### src/sv/assert_macros.svh
// Assertion helpers. SYNTH builds get empty bodies.
`ifndef ASSERT_MACROS_SVH
`define ASSERT_MACROS_SVH

`ifndef SYNTH
// ante must be followed by cons in the same cycle
`define ASSERT_IMPLIES(name, ck, rn, ante, cons, msg) \
    name: assert property (@(posedge ck) disable iff (!rn) (ante) |-> (cons)) \
        else $error(msg);
// cond must never be seen out of reset
`define ASSERT_NEVER(name, ck, rn, cond, msg) \
    name: assert property (@(posedge ck) disable iff (!rn) !(cond)) else $error(msg);
`else
`define ASSERT_IMPLIES(name, ck, rn, ante, cons, msg)
`define ASSERT_NEVER(name, ck, rn, cond, msg)
`endif

`endif

### src/sv/hsv2rgb_pkg.sv
`timescale 1ns / 1ps
`default_nettype none

package hsv2rgb_pkg;

    localparam int FRAC_BITS_DEF = 12;

    localparam int HUE_W   = 16;
    localparam int SAT_W   = 14;
    localparam int VAL_W   = 14;
    localparam int MAG_W   = 14;   // magnitude of a 14-bit signed value, up to 8192
    localparam int LEVEL_W = 8;

    // color wheel sector, named by the edge it runs along
    typedef enum logic [2:0] {
        SECT_R_Y = 3'd0,
        SECT_Y_G = 3'd1,
        SECT_G_C = 3'd2,
        SECT_C_B = 3'd3,
        SECT_B_M = 3'd4,
        SECT_M_R = 3'd5
    } sector_t;

    typedef struct packed {
        logic    valid;
        sector_t sector;
    } ctrl_t;

endpackage

`default_nettype wire

### src/sv/hsv2rgb_level.sv
`timescale 1ns / 1ps
`default_nettype none

// term * 255 >> SHIFT, truncated, clamped to 0..255; negative gives 0
module hsv2rgb_level #(
    parameter int TERM_W = 16,
    parameter int SHIFT  = 12
) (
    input  logic signed [TERM_W-1:0] term,
    output logic        [7:0]        level
);

    localparam int EXT_W  = (TERM_W > SHIFT + 2) ? TERM_W : SHIFT + 2;
    localparam int PROD_W = SHIFT + 9;

    logic [EXT_W-1:0]  mag;
    logic              big;
    logic [SHIFT:0]    low;
    logic [PROD_W-1:0] prod;
    logic [8:0]        quot;

    assign mag  = term[TERM_W-1] ? '0 : EXT_W'($unsigned(term));
    // anything at or above 2^(SHIFT+1) already maps past 255
    assign big  = |mag[EXT_W-1:SHIFT+1];
    assign low  = mag[SHIFT:0];
    assign prod = {low, 8'b0} - PROD_W'(low);
    assign quot = prod[PROD_W-1:SHIFT];

    assign level = (big || quot[8]) ? 8'hFF : quot[7:0];

endmodule

`default_nettype wire

### src/sv/hsv2rgb_decode.sv
`timescale 1ns / 1ps
`default_nettype none

// stage 1: magnitudes, hue wrap, sector and fraction
module hsv2rgb_decode import hsv2rgb_pkg::*; #(
    parameter int FRAC_BITS = FRAC_BITS_DEF
) (
    input  logic                       clk,
    input  logic                       rst_n,
    input  logic                       in_valid,
    input  logic signed [HUE_W-1:0]    hue,
    input  logic signed [SAT_W-1:0]    saturation,
    input  logic signed [VAL_W-1:0]    brightness,
    output ctrl_t                      ctrl,
    output logic        [MAG_W-1:0]    s_mag,
    output logic        [MAG_W-1:0]    v_mag,
    output logic        [FRAC_BITS-1:0] frac
);

    localparam int H6_W = FRAC_BITS + 3;
    localparam logic [FRAC_BITS-1:0] HALF_TURN = FRAC_BITS'(1) << (FRAC_BITS - 1);

    logic                 s_neg;
    logic [FRAC_BITS-1:0] h_wrap;
    logic [H6_W-1:0]      h6;

    ctrl_t                ctrl_reg, ctrl_next;
    logic [MAG_W-1:0]     s_reg, s_next;
    logic [MAG_W-1:0]     v_reg, v_next;
    logic [FRAC_BITS-1:0] f_reg, f_next;

    always_comb
    begin
        s_neg  = saturation[SAT_W-1];
        s_next = s_neg ? MAG_W'(-saturation) : MAG_W'(saturation);
        v_next = brightness[VAL_W-1] ? MAG_W'(-brightness) : MAG_W'(brightness);
        // negative saturation rotates hue by half a turn; wrap keeps the fraction only
        h_wrap = hue[FRAC_BITS-1:0] + (s_neg ? HALF_TURN : '0);
        h6     = (H6_W'(h_wrap) << 2) + (H6_W'(h_wrap) << 1);
        f_next = h6[FRAC_BITS-1:0];
        ctrl_next.valid  = in_valid;
        ctrl_next.sector = sector_t'(h6[H6_W-1:FRAC_BITS]);
    end

    always_ff @(posedge clk or negedge rst_n)
    begin
        if (!rst_n)
        begin
            ctrl_reg <= '0;
        end
        else
        begin
            ctrl_reg <= ctrl_next;
        end
    end

    always_ff @(posedge clk)
    begin
        s_reg <= s_next;
        v_reg <= v_next;
        f_reg <= f_next;
    end

    assign ctrl  = ctrl_reg;
    assign s_mag = s_reg;
    assign v_mag = v_reg;
    assign frac  = f_reg;

endmodule

`default_nettype wire

### src/sv/hsv2rgb_terms.sv
`timescale 1ns / 1ps
`default_nettype none

// stages 2 and 3: S*F, S*(1-F), M = V*(1-S); then N and K = V*(1 - S*x)
module hsv2rgb_terms import hsv2rgb_pkg::*; #(
    parameter int FRAC_BITS = FRAC_BITS_DEF
) (
    input  logic                             clk,
    input  logic                             rst_n,
    input  ctrl_t                            ctrl_in,
    input  logic [MAG_W-1:0]                 s_mag,
    input  logic [MAG_W-1:0]                 v_mag,
    input  logic [FRAC_BITS-1:0]             frac,
    output ctrl_t                            ctrl_out,
    output logic [MAG_W+2*FRAC_BITS:0]       n_term,
    output logic [MAG_W+2*FRAC_BITS:0]       k_term,
    output logic [LEVEL_W-1:0]               m_level,
    output logic [LEVEL_W-1:0]               v_level
);

    localparam int SF_W  = MAG_W + FRAC_BITS;
    localparam int SK_W  = MAG_W + FRAC_BITS + 1;
    localparam int OMS_W = ((FRAC_BITS > MAG_W) ? FRAC_BITS : MAG_W) + 2;
    localparam int M_W   = OMS_W + MAG_W + 1;
    localparam int AP_W  = 2 * FRAC_BITS + 1;
    localparam int A_W   = ((AP_W > SK_W) ? AP_W : SK_W) + 1;
    localparam int N_W   = MAG_W + AP_W;
    localparam logic [FRAC_BITS:0] ONE   = (FRAC_BITS + 1)'(1) << FRAC_BITS;
    localparam logic [A_W-1:0]     ONE_SQ = A_W'(1) << (2 * FRAC_BITS);

    // stage 2
    logic [FRAC_BITS:0]       one_minus_f;
    logic signed [OMS_W-1:0]  one_minus_s;

    ctrl_t                    ctrl2_reg, ctrl2_next;
    logic [SF_W-1:0]          sf_reg, sf_next;
    logic [SK_W-1:0]          sk_reg, sk_next;
    logic signed [M_W-1:0]    m_reg, m_next;
    logic [MAG_W-1:0]         v2_reg;

    always_comb
    begin
        one_minus_f = ONE - {1'b0, frac};
        one_minus_s = $signed(OMS_W'(ONE)) - $signed(OMS_W'(s_mag));
        sf_next     = SF_W'(s_mag) * SF_W'(frac);
        sk_next     = SK_W'(s_mag) * SK_W'(one_minus_f);
        m_next      = $signed({1'b0, v_mag}) * one_minus_s;
        ctrl2_next  = ctrl_in;
    end

    // stage 3
    logic signed [A_W-1:0]    a_n, a_k;
    logic [AP_W-1:0]          an_pos, ak_pos;
    logic [LEVEL_W-1:0]       ml_comb, vl_comb;

    ctrl_t                    ctrl3_reg;
    logic [N_W-1:0]           n_reg, n_next;
    logic [N_W-1:0]           k_reg, k_next;
    logic [LEVEL_W-1:0]       ml_reg, vl_reg;

    always_comb
    begin
        a_n    = $signed(ONE_SQ) - $signed(A_W'(sf_reg));
        a_k    = $signed(ONE_SQ) - $signed(A_W'(sk_reg));
        // a non-positive factor gives a non-positive term, which levels to 0
        an_pos = a_n[A_W-1] ? '0 : a_n[AP_W-1:0];
        ak_pos = a_k[A_W-1] ? '0 : a_k[AP_W-1:0];
        n_next = N_W'(v2_reg) * N_W'(an_pos);
        k_next = N_W'(v2_reg) * N_W'(ak_pos);
    end

    hsv2rgb_level #(
        .TERM_W (M_W),
        .SHIFT  (2 * FRAC_BITS)
    ) u_m_level (
        .term  (m_reg),
        .level (ml_comb)
    );

    hsv2rgb_level #(
        .TERM_W (MAG_W + 1),
        .SHIFT  (FRAC_BITS)
    ) u_v_level (
        .term  ($signed({1'b0, v2_reg})),
        .level (vl_comb)
    );

    always_ff @(posedge clk or negedge rst_n)
    begin
        if (!rst_n)
        begin
            ctrl2_reg <= '0;
            ctrl3_reg <= '0;
        end
        else
        begin
            ctrl2_reg <= ctrl2_next;
            ctrl3_reg <= ctrl2_reg;
        end
    end

    always_ff @(posedge clk)
    begin
        sf_reg <= sf_next;
        sk_reg <= sk_next;
        m_reg  <= m_next;
        v2_reg <= v_mag;
        n_reg  <= n_next;
        k_reg  <= k_next;
        ml_reg <= ml_comb;
        vl_reg <= vl_comb;
    end

    assign ctrl_out = ctrl3_reg;
    assign n_term   = n_reg;
    assign k_term   = k_reg;
    assign m_level  = ml_reg;
    assign v_level  = vl_reg;

endmodule

`default_nettype wire

### src/sv/hsv2rgb_route.sv
`timescale 1ns / 1ps
`default_nettype none

// stage 4: N and K levels, sector routing, output register
module hsv2rgb_route import hsv2rgb_pkg::*; #(
    parameter int FRAC_BITS = FRAC_BITS_DEF
) (
    input  logic                       clk,
    input  logic                       rst_n,
    input  ctrl_t                      ctrl,
    input  logic [MAG_W+2*FRAC_BITS:0] n_term,
    input  logic [MAG_W+2*FRAC_BITS:0] k_term,
    input  logic [LEVEL_W-1:0]         m_level,
    input  logic [LEVEL_W-1:0]         v_level,
    output logic                       done,
    output logic [LEVEL_W-1:0]         red,
    output logic [LEVEL_W-1:0]         green,
    output logic [LEVEL_W-1:0]         blue
);

    localparam int N_W = MAG_W + 2 * FRAC_BITS + 1;

    logic [LEVEL_W-1:0] nl, kl;

    logic               done_reg, done_next;
    logic [LEVEL_W-1:0] r_reg, r_next;
    logic [LEVEL_W-1:0] g_reg, g_next;
    logic [LEVEL_W-1:0] b_reg, b_next;

    hsv2rgb_level #(
        .TERM_W (N_W + 1),
        .SHIFT  (3 * FRAC_BITS)
    ) u_n_level (
        .term  ($signed({1'b0, n_term})),
        .level (nl)
    );

    hsv2rgb_level #(
        .TERM_W (N_W + 1),
        .SHIFT  (3 * FRAC_BITS)
    ) u_k_level (
        .term  ($signed({1'b0, k_term})),
        .level (kl)
    );

    always_comb
    begin
        done_next = ctrl.valid;
        case (ctrl.sector)
            SECT_R_Y:
            begin
                r_next = v_level; g_next = kl;      b_next = m_level;
            end
            SECT_Y_G:
            begin
                r_next = nl;      g_next = v_level; b_next = m_level;
            end
            SECT_G_C:
            begin
                r_next = m_level; g_next = v_level; b_next = kl;
            end
            SECT_C_B:
            begin
                r_next = m_level; g_next = nl;      b_next = v_level;
            end
            SECT_B_M:
            begin
                r_next = kl;      g_next = m_level; b_next = v_level;
            end
            SECT_M_R:
            begin
                r_next = v_level; g_next = m_level; b_next = nl;
            end
            default:
            begin
                r_next = v_level; g_next = m_level; b_next = nl;
            end
        endcase
    end

    always_ff @(posedge clk or negedge rst_n)
    begin
        if (!rst_n)
        begin
            done_reg <= 1'b0;
        end
        else
        begin
            done_reg <= done_next;
        end
    end

    always_ff @(posedge clk)
    begin
        r_reg <= r_next;
        g_reg <= g_next;
        b_reg <= b_next;
    end

    assign done  = done_reg;
    assign red   = r_reg;
    assign green = g_reg;
    assign blue  = b_reg;

endmodule

`default_nettype wire

### src/sv/hsv_to_rgb_converter.sv
// HSV to RGB converter, one pixel per clock.
// Input word: hue, saturation and brightness in signed fixed point with
//   FRAC_BITS fraction bits; taken at a rising edge where start is high and
//   busy is low. busy is always low: the pipeline takes a word every cycle.
// Output word: red, green, blue (0..255), shown for exactly one cycle with
//   done high. The receiver cannot hold results off and needs none of that:
//   the pipeline never backs up.
// Path: decode, products, terms, level/route, in that order. Throughput:
//   1 word/cycle, set by the four register stages, each taking a new word
//   every cycle and holding at most one subtract ahead of one multiplier
//   rank.
// Reset (rst_n low, asynchronous) clears the valid bits of every stage; any
//   word in flight is dropped and done stays low until new words drain out.
// Words leave in the order they enter, one result per input word.
`timescale 1ns / 1ps
`default_nettype none

`include "assert_macros.svh"

module hsv_to_rgb_converter import hsv2rgb_pkg::*; #(
    parameter int FRAC_BITS = FRAC_BITS_DEF
) (
    input  logic                    clk,
    input  logic                    rst_n,
    input  logic                    start,
    output logic                    busy,
    input  logic signed [HUE_W-1:0] hue,
    input  logic signed [SAT_W-1:0] saturation,
    input  logic signed [VAL_W-1:0] brightness,
    output logic                    done,
    output logic [LEVEL_W-1:0]      red,
    output logic [LEVEL_W-1:0]      green,
    output logic [LEVEL_W-1:0]      blue
);

    logic                       accept;

    // stage 1 -> stage 2
    ctrl_t                      ctrl_s1;
    logic [MAG_W-1:0]           s_mag;
    logic [MAG_W-1:0]           v_mag;
    logic [FRAC_BITS-1:0]       frac;

    // stage 3 -> stage 4
    ctrl_t                      ctrl_s3;
    logic [MAG_W+2*FRAC_BITS:0] n_term;
    logic [MAG_W+2*FRAC_BITS:0] k_term;
    logic [LEVEL_W-1:0]         m_level;
    logic [LEVEL_W-1:0]         v_level;

    // fully pipelined, never stalls
    assign busy   = 1'b0;
    assign accept = start && !busy;

    // magnitudes, half-turn shift on negative saturation, hue*6 split
    hsv2rgb_decode #(
        .FRAC_BITS (FRAC_BITS)
    ) u_decode (
        .clk        (clk),
        .rst_n      (rst_n),
        .in_valid   (accept),
        .hue        (hue),
        .saturation (saturation),
        .brightness (brightness),
        .ctrl       (ctrl_s1),
        .s_mag      (s_mag),
        .v_mag      (v_mag),
        .frac       (frac)
    );

    // exact products for M, N, K; M and V are leveled here too
    hsv2rgb_terms #(
        .FRAC_BITS (FRAC_BITS)
    ) u_terms (
        .clk      (clk),
        .rst_n    (rst_n),
        .ctrl_in  (ctrl_s1),
        .s_mag    (s_mag),
        .v_mag    (v_mag),
        .frac     (frac),
        .ctrl_out (ctrl_s3),
        .n_term   (n_term),
        .k_term   (k_term),
        .m_level  (m_level),
        .v_level  (v_level)
    );

    // N/K leveling, per-sector channel select, output register
    hsv2rgb_route #(
        .FRAC_BITS (FRAC_BITS)
    ) u_route (
        .clk     (clk),
        .rst_n   (rst_n),
        .ctrl    (ctrl_s3),
        .n_term  (n_term),
        .k_term  (k_term),
        .m_level (m_level),
        .v_level (v_level),
        .done    (done),
        .red     (red),
        .green   (green),
        .blue    (blue)
    );

    // every result traces back to a word taken through decode, products, terms and route
    `ASSERT_IMPLIES(a_done_has_source, clk, rst_n, done, $past(accept, 4), "done without a source word")

    // a word taken with reset high throughout comes out with done high
    `ASSERT_IMPLIES(a_no_drop, clk, rst_n, $past(accept && rst_n, 4) && $past(rst_n, 3) && $past(rst_n, 2) && $past(rst_n, 1), done, "accepted word lost")

    // zero brightness is black whatever hue and saturation are
    `ASSERT_IMPLIES(a_black, clk, rst_n, done && $past(accept && (brightness == '0), 4), (red == '0) && (green == '0) && (blue == '0), "zero brightness not black")

endmodule

`default_nettype wire

### config.mk
export PLATFORM = sky130hd
export DESIGN_NAME = hsv_to_rgb_converter
export DESIGN_NICKNAME = d
export VERILOG_FILES = /design/src/sv/hsv2rgb_pkg.sv /design/src/sv/hsv2rgb_level.sv /design/src/sv/hsv2rgb_decode.sv /design/src/sv/hsv2rgb_terms.sv /design/src/sv/hsv2rgb_route.sv /design/src/sv/hsv_to_rgb_converter.sv
export VERILOG_INCLUDE_DIRS = /design/src /design/src/sv
export SDC_FILE = /design/constraint.sdc
export NUM_CORES = 2
export LEC_CHECK = 0
export BUFFER_PORTS_ARGS = -buffer_cell sky130_fd_sc_hd__buf_4
export CORE_UTILIZATION = 65
export CTS_BUF_LIST = sky130_fd_sc_hd__clkbuf_8
export DETAILED_ROUTE_END_ITERATION = 8
export GPL_ROUTABILITY_DRIVEN = 0
export HOLD_SLACK_MARGIN = 0.06
export PLACE_DENSITY_LB_ADDON = 0.25
export SLEW_MARGIN = 20
export SYNTH_ARGS = -nofsm -noshare
export SYNTH_HDL_FRONTEND = slang
export SYNTH_SLANG_ARGS = --single-unit
### constraint.sdc
create_clock -name clk -period 24.1 [get_ports clk]
set_clock_uncertainty 0.2 [all_clocks]
set_input_delay 0 -clock clk [delete_from_list [all_inputs] [get_ports clk]]
set_output_delay 0 -clock clk [all_outputs]
set_load 0.01 [all_outputs]
==> metrics.yaml <==
crit_required_ns: 24.40
hp-class: "input pin to flop"
grtUsageTotal: 0.325
setup_viol: 0
die_w_um: 283
placed_cells: 6873
coreArea_sq_mm: 0.0778
synth_top_flop_cell: "dfxtp_1"
synth_top_family_by_area: "adder cells"
avgViaCountPerCell: 5.80
yosys-top-cells-count: "1153 x inv_1, 907 x fa_1, 851 x nand2_1"
clkTransAtPathRegs_ns: 0.07
clock_latency_ns: 0.66
critPathSlowestCell: "nor2_1"
netlist.area_leader.share: 0.353
yosysTopAreaCell: "fa_1"
finalMaxSlewViolations: 0
h-tree-depth: 2
post_cts_buffers: 0
synth_fa_ha_area_frac: 0.489
crit_path_max_fanout: 87
cp-end-kind: "flop"
fp.dieH_um: 283
row_count: 102
finalHoldViolations: 0
grt_max_degree: 88
ys_seq_area_frac: 0.103
cts_tree: "yes"
period_share: 0.463
min_period_ns: 11.16
synthesis.area_sq_mm: 0.0514
first_pass_iters: 6
ys_seq_elements: 262
port_buffers: 67
grt_pass1_wl_mm: 212
fin_cells: 7078
overflow: 0
synth_cells: 5947
drv_cap: 0
avgSynthCellArea_sq_um: 8.64
synthTopCellsByArea: "fa_1 35%, ha_1 14%, dfxtp_1 9.7%"
initial_core_util: 0.660
max_freq_mhz: 89.6
crit_type: "flop to flop"
fin_tns_setup_ns: 0
drive_above_1_share: 0.0482
synth_edf_count: 0
syn_nets: 7459
cts_buffer_depth: 3
max_slew_margin: 0.259
synth-xor-area-share: 0.0383
tightest_slew_ns: 1.11
vias: 41040
dp_hpwl_mm: 96.4
synth-simple-area-share: 0.181
numCtsBuffers: 46
slowest_delay_ns: 0.94
status: "finished, final reports clean"
cts.sinks: 262
wirelength_mm: 128
grt_setup_unrepaired: "false"
area_growth_pct: 6.84
arrival_ns: 11.46
ys_types: 83
wl_per_cell_um: 18.1
drtIter0Drc: 3123
critPathTopFamily: "adder cells"
final_nets: 7509
num_io_pins: 73
critPathLaunchType: "flop"
route.detailed.drc: 0
synth.most_common_cell: "inv_1"
antenna_found_initial: 5
cts_root_buf: "clkbuf_8"
first_global_vias: 42849
yosysWarnings: 0
synth_compound_gate_area_share: 0.0816
synth.area.mux_share: 0.000974
crit_buf_inv: 6
ys_async_sr_fraction: 0.0496
ant_nets: 0
crit_path_frequent_cell: "fa_1"
dieArea_sq_mm: 0.0802
[cells by family after synthesis]
kind of cell	after synthesis
AND/OR/NAND/NOR	1938
adder cells (fa/ha/maj)	1465
buffers and inverters	1414
AO/OA/AOI/OAI	637
flip-flops	262
XOR/XNOR	225
multiplexers	5
other	1
[through the flow]
step	util	hold slack (ns)	setup slack [ns]	cell area [sq um]
after floorplan	-	-0.496	15.18	51400
after global placement	0.677	-0.342	13.28	52700
after detailed placement	0.677	-0.336	13.14	52700
after CTS	0.705	0.0610	13.09	54900
after global routing	0.705	0.157	12.42	54900
final	0.706	0.123	12.94	54900
[worst reg2reg max path, delay by kind of cell (launching register included)]
kind / cells / cell delay [ns]
mux: 1 / 0.22
simple gates: 10 / 3.55
fa+ha+maj: 8 / 3.74
buf+inv: 6 / 1.31
compound gates: 5 / 1.34
flops: 1 / 0.67
[cell type report]
cell class / instances / area, sq um
timing repair buffer: 259 / 2230
clock buffer: 52 / 716
tap: 1040 / 1300
fill: 5993 / 22900
sequential: 262 / 5310
clock inverter: 32 / 307
antenna: 5 / 12.5
inverter: 1157 / 4340
multi-input combinational: 4271 / 40700
[layout by cell type (no fill, tap or decap), types with 69 or more instances in the layout]
master / n
and2_1: 328
nand2_1: 851
ha_1: 558
inv_1: 1158
a21o_1: 73
buf_4: 143
dlygate4sd3_1: 116
xnor2_1: 161
nor2_1: 203
nor3_1: 220
a21oi_1: 179
nand3_1: 69
fa_1: 907
o21ai_0: 115
dfxtp_1: 246
[repair_timing]
action,in CTS,in global routing
endpoints found under the hold margin,56,0
hold buffers,116,0
gates resized for setup,0,0
[per-layer routing]
metal,up-vias,wire length (um),global-route usage
met1,20276,51500,0.421
met2,1700,60400,0.538
met3,341,9890,0.0551
li1,18721,-,-
met4,2,6020,0.142
met5,-,19,0
[path summary, 6_finish.rpt]
| check | start | end | slack [ns] | cells past startpoint |
|---|---|---|---|---|
| hold reg to reg | u_terms.ctrl2_reg[3] | u_terms.ctrl_out[3] | 0.15 | 0 |
| setup reg to reg | u_terms.sf_reg[1] | u_terms.k_term[36] | 12.94 | 30 |
| max in group asynchronous | rst_n | u_terms.ctrl2_reg[0] | 22.96 | 3 |
| min in group asynchronous | rst_n | u_decode.ctrl[3] | 0.27 | 3 |
| setup / recovery | u_terms.sf_reg[1] | u_terms.k_term[36] | 12.94 | 30 |
| hold / removal | hue[9] | u_decode.frac[11] | 0.12 | 4 |
Power is not shown: default switching activity piles up to over one toggle a cycle in this logic, so the estimate is an artifact.
